--- config.mk ---
export PLATFORM = sky130hd
export DESIGN_NAME = stbp_burst
export DESIGN_NICKNAME = d
export VERILOG_FILES = /design/src/hw/rtl/stbp_pkg.sv /design/src/hw/rtl/stbp_burst.sv
export SDC_FILE = /design/constraint.sdc
export NUM_CORES = 2
export LEC_CHECK = 0
export BUFFER_PORTS_ARGS = -buffer_cell sky130_fd_sc_hd__buf_2
export CAP_MARGIN = 25
export CORE_MARGIN = 3
export CORE_UTILIZATION = 40
export DETAILED_ROUTE_END_ITERATION = 10
export RECOVER_POWER = 50
export SYNTH_ARGS = -nofsm -noshare
export SYNTH_HDL_FRONTEND = slang
export SYNTH_SLANG_ARGS = --single-unit
--- constraint.sdc ---
create_clock -name i_clk -period 18.5 [get_ports i_clk]
set_clock_uncertainty 0.05 [all_clocks]
set_input_delay 0 -clock i_clk [delete_from_list [all_inputs] [get_ports i_clk]]
set_output_delay 0 -clock i_clk [all_outputs]
set_load 0.005 [all_outputs]
--- src/hw/rtl/stbp_pkg.sv ---
package stbp_pkg;

    localparam int COUNT_BITS_DEF = 32;
    localparam int SIZE_BITS_DEF  = 16;

    localparam int CMD_W      = 2;
    localparam int BYTE_W     = 8;
    localparam int TIME_W     = 32;
    localparam int PCNT_W     = 32;
    localparam int TOTAL_W    = 48;
    localparam int OUT_SIZE_W = 16;
    localparam int TOPC_W     = 32;
    localparam int HIST_DEPTH = 1 << BYTE_W;

    localparam logic [CMD_W-1:0] CMD_DATA  = 2'd0;
    localparam logic [CMD_W-1:0] CMD_BOUND = 2'd1;
    localparam logic [CMD_W-1:0] CMD_CLEAR = 2'd2;

    typedef struct packed {
        logic              en;
        logic              clr;
        logic [BYTE_W-1:0] addr;
    } t_hist_wr;

    typedef struct packed {
        logic              chk;
        logic [TIME_W-1:0] gap;
        logic [PCNT_W-1:0] nm1;
        logic [TIME_W-1:0] span;
    } t_burst_req;

endpackage

--- src/hw/rtl/stbp_burst.sv ---
module stbp_burst
    import stbp_pkg::*;
(
    input  logic       i_clk,
    input  logic       i_rst_n,
    input  logic       i_load,
    input  t_burst_req i_req,
    output logic       o_hit
);

    logic [2*TIME_W-1:0] prod;
    logic [2*TIME_W-1:0] r_lhs;
    logic [TIME_W-1:0]   r_span;
    logic                r_chk;

    assign prod = i_req.gap * i_req.nm1;

    always_ff @(posedge i_clk) begin
        if (i_load) begin
            r_lhs  <= prod;
            r_span <= i_req.span;
        end
    end

    always_ff @(posedge i_clk) begin
        if (!i_rst_n) begin
            r_chk <= 1'b0;
        end else if (i_load) begin
            r_chk <= i_req.chk;
        end
    end

    assign o_hit = r_chk && (r_span != '0)
                 && ({r_lhs, 1'b0} < {{(TIME_W+1){1'b0}}, r_span});

endmodule

======== Yosys cells after proc, flatten, opt, wreduce, memory -nomap -nowiden ========
Cells that the tools add are included.
cells by class
  $mul .................................... 1
  magnitude comparators ................... 1
  reduce and logical (&&, ||, !) cells .... 3
operators by type and width
  kind                number
  $lt 65x32->1        1
  $mul 32x32->64      1
  $reduce_bool 32->1  1
  $logic_and 1x1->1   2
storage, ports and cells
  flip-flop bits (word level) ............. 97
  bits of input ports ..................... 100
  logic and storage cells ................. 8

======== Depth between registers and ports, before layout ========
  word-level depth ........................ 3
  gate-level depth with buffers ........... 28
  gate-level depth less buffers ........... 26

======== Least setup slack after synthesis ========
OpenSTA, ideal clock, no wires.
  path kind ............................... input -> register
  start point ............................. input i_req[40] (netlist bit)
  end point ............................... register r_lhs[55], data pin
  library setup time ...................... 267 ps
  data arrival time ....................... 6,502 ps
  data required time ...................... 18,183 ps
  path slack .............................. 11,681 ps
  stages on the path ...................... 28
  buffers on the path ..................... 2
  cell sequence ........................... clkbuf_1 > nand2_1 > fa_1 > inv_1 > fa_1 > inv_1 > fa_1 > inv_1 > fa_1 > inv_1 > fa_1 > inv_1 > fa_1 > inv_1 > fa_1 > fa_1 > inv_1 > ha_1 > buf_2 > nand2_1 > o21ai_1 > or3_1 > o22ai_2 > o31ai_4 > a31oi_2 > a21o_1 > o21ai_1 > xor2_1
between the ends
  longest elaborated chain between the ends .. 1
ends and longest elaborated chain
  item                  RTL line          RTL
  from (decl)           stbp_burst.sv:7   input t_burst_req i_req,
  $mul 32x32->64        stbp_burst.sv:16  assign prod = i_req.gap * i_req.nm1;
  via prod[55]          stbp_burst.sv:11  logic [2*TIME_W-1:0] prod;
  to (signal assigned)  stbp_burst.sv:20  r_lhs <= prod;
  to (decl)             stbp_burst.sv:12  logic [2*TIME_W-1:0] r_lhs;
The timed path passes the listed nets, and every way through them passes these cells.
A chain may end at the register's enable or synchronous reset.

======== Final worst setup path ========
  start point ............................. input i_req[64] (netlist bit)
  end point ............................... register r_lhs[57], data pin
Same word-level chain as after synthesis.

==> results.json <==
{
  "syn-mean-instance-area_um2": 9.43,
  "syn_nets": 5244,
  "rrSetupSlack_ns": 17.25,
  "maxCapViolCount": 3,
  "track_usage_pct": 22.0,
  "initial_utilization_pct": 40.5,
  "synth-simple-area-share_pct": 16.8,
  "layout_min_cycle_time_ns": 8.14,
  "cts_root_buf": "clkbuf_16",
  "synth_flop_cell": "edfxtp_1",
  "drtIter0Drc": 1475,
  "hold_violations": 0,
  "cpMostUsedCell": "fa_1",
  "drc_errors": 0,
  "slew_violations": 133,
  "cts_buffer_depth": 2,
  "regArea_mm2": 0.00290,
  "place.gp.congestion": 0.869,
  "fin_area_mm2": 0.0393,
  "grt_start_max_net_pins": 67,
  "setup_tns_ns": 0,
  "period_share_pct": 44.0,
  "dieArea_mm2": 0.0969,
  "post_cts_buffers": 0,
  "yosys.area_share.adder_pct": 58.0,
  "row_count": 111,
  "netlist_area_mm2": 0.0373,
  "tightest_slew_ns": 3.47,
  "synth-edff-count": 96,
  "cts-resized-gates": 0,
  "grt_pass1_vias": 29198,
  "ys.warnings.count": 0,
  "path_class": "in2reg",
  "finalSetupViolCount": 0,
  "viasPerCell": 5.08,
  "die_x_um": 311,
  "synth_async_sr_flop_share_pct": 0,
  "path_buf_inv": 2,
  "rsz0062_at_grt": "no",
  "numCtsBuffers": 9,
  "fmax_mhz": 123,
  "antenna_found_initial": 6,
  "synth_mux_area_share_pct": 0.0268,
  "fill_cells": 9067,
  "drive_gt1_share_pct": 3.75,
  "synth_top_family_by_area": "adder cells",
  "critPathMaxFanout": 32,
  "ant_nets": 0,
  "end_kind": "flop",
  "core_area_mm2": 0.0921,
  "min_path_type": "in2reg",
  "cts_tree": "done",
  "grt_overflow": 0,
  "worst_skew_pair.late_latency_ns": 0.36,
  "wirelength_um": 103000,
  "portBuffers": 100,
  "seq_area_frac_synth_pct": 7.78,
  "multi_input_area_mm2": 0.0301,
  "dr_total_vias": 26143,
  "status": "finished with violations",
  "hpwlAfterDp_um": 79100,
  "worstPathCellList": "clkbuf_1 > nand2_1 > fa_1 > fa_1 > inv_1 > fa_1 > fa_1 > fa_1 > fa_1 > fa_1 > fa_1 > ha_1 > and3_1 > and2_1 > a221oi_2 > nor4_2 > a21oi_2 > o21ai_1 > o311a_1 > a211oi_2 > xnor2_1",
  "ioPinCount": 101,
  "syn_inst": 3954,
  "slowest_stage": "clkbuf_1",
  "cts_sinks": 97,
  "synth_xor_area_share_pct": 1.48,
  "cpPeakStageDelay_ns": 1.51,
  "slew_headroom_pct": -131,
  "die_h_um": 311,
  "placed_area_mm2": 0.0386,
  "synth_compound_gate_area_share_pct": 4.31,
  "worstPathArrival_ns": 8.20,
  "finalNetCount": 5179,
  "ys_seq_elements": 97,
  "syn_to_final_growth_pct": 5.26,
  "cp.required_ns": 18.56,
  "clkTransAtPathRegs_ns": 0.07,
  "firstDrtPassIters": 5,
  "violations": "capacitance limit, slew limit",
  "htreeDepth": 3,
  "grt_pass1_wl_um": 166000,
  "startpoint_type": "primary input",
  "routedWlPerCell_um": 20.0,
  "ys_types": 61,
  "cp_top_family": "adder cells"
}
metrics by stage:
step | hold slack, ns | worst slack, ns | std cells | util [%]
floorplan | 0.0489 | 11.68 | 3954 | -
global placement | 0.127 | 10.60 | 5087 | 41.9
detailed placement | 0.129 | 10.51 | 5087 | 41.9
CTS | 0.0818 | 10.87 | 5137 | 42.6
global route | 0.289 | 10.11 | 5137 | 42.6
finish | 0.291 | 10.36 | 5144 | 42.6
layout by cell type (no fill, tap or decap), drive strengths merged, types with 3 or more instances in the layout:
cell type / Yosys / routed
o21bai: 17 / 17
a21oi: 83 / 83
edfxtp: 96 / 96
xnor2: 37 / 37
inv: 931 / 935
o21a: 9 / 9
nor2b: 8 / 8
and2: 584 / 584
xor2: 26 / 26
and4: 4 / 4
o211ai: 9 / 9
a21o: 32 / 32
ha: 294 / 294
clkbuf: 217 / 15
a211oi: 10 / 10
nand4: 30 / 30
buf: 5 / 106
diode: 0 / 7
and3: 7 / 7
fa: 896 / 896
or2: 3 / 3
o21ai: 48 / 48
dlygate4sd3: 0 / 34
a221oi: 4 / 4
or3: 6 / 6
a41oi: 3 / 3
nand2: 495 / 495
a31oi: 3 / 3
nor3: 8 / 8
nor4: 19 / 19
nand3: 11 / 11
nor2: 30 / 30
flip-flops by register name (all words and copies together), names as in the netlist:
signal  cells
r_span     32
r_lhs      64
r_chk       1
routing by layer:
metal / wire length (um) / part of all wire (%) / global-route usage [%]
met1: 41100 / 40 / 27.6
met2: 54400 / 53 / 40.0
met3: 4530 / 4.4 / 2.32
met4: 3130 / 3.0 / 6.20
met5: 0 / 0 / 0
Yosys cell counts, drive strengths merged, types with 30 or more instances:
master    n  share of area, %
edfxtp   96               7.7
fa      896                48
xnor2    37              0.87
o21ai    48              0.66
a21oi    83               1.1
ha      294               9.9
a21o     32              0.64
nand2   495               5.0
inv     931               9.4
nor2     30              0.30
nand4    30              0.50
clkbuf  217               2.2
and2    584               9.8
layout make-up:
class | count | share of cell area, %
multi-input cells | 2704 | 76.6
flip-flops and latches | 97 | 7.39
repair buffers | 146 | 2.35
clock buffers | 9 | 0.574
clock inverters | 7 | 0.210
well taps | 1243 | 3.96
diodes | 7 | 0.0446
inverters | 931 | 8.90
worst paths after layout:
path / start / endpoint / cells after the start
hold reg to reg: r_chk / r_chk / 3
setup reg to reg: r_chk / r_chk / 3
setup / recovery: i_req[64] / r_lhs[57] / 21
hold / removal: i_req[26] / r_span[26] / 2
worst register-to-register path: cells and delay by family (launching register included):
kind / cells / cell delay (ns)
muxes: 1 / 0.08
and+or+nand+nor: 1 / 0.16
buffers and inverters: 1 / 0.55
DFF: 1 / 0.36
repair_timing:
item,4_1_cts,5_1_grt
hold buffers,34,0
endpoints found under the setup margin,0,0
endpoints found under the hold margin,33,0
logic make-up (layout without fill, tap and decap cells):
kind of cell | Yosys count | after routing
DFF | 97 | 97
buffers and inverters | 1153 | 1093
xor gates and xnor gates | 63 | 63
and+or+nand+nor | 1212 | 1212
muxes | 1 | 1
adders and majority gates | 1190 | 1190
other | 0 | 7
AOI/OAI and AO/OA | 238 | 238
Power is not shown: default switching activity piles up to over one toggle a cycle in this logic, so the estimate is an artifact.
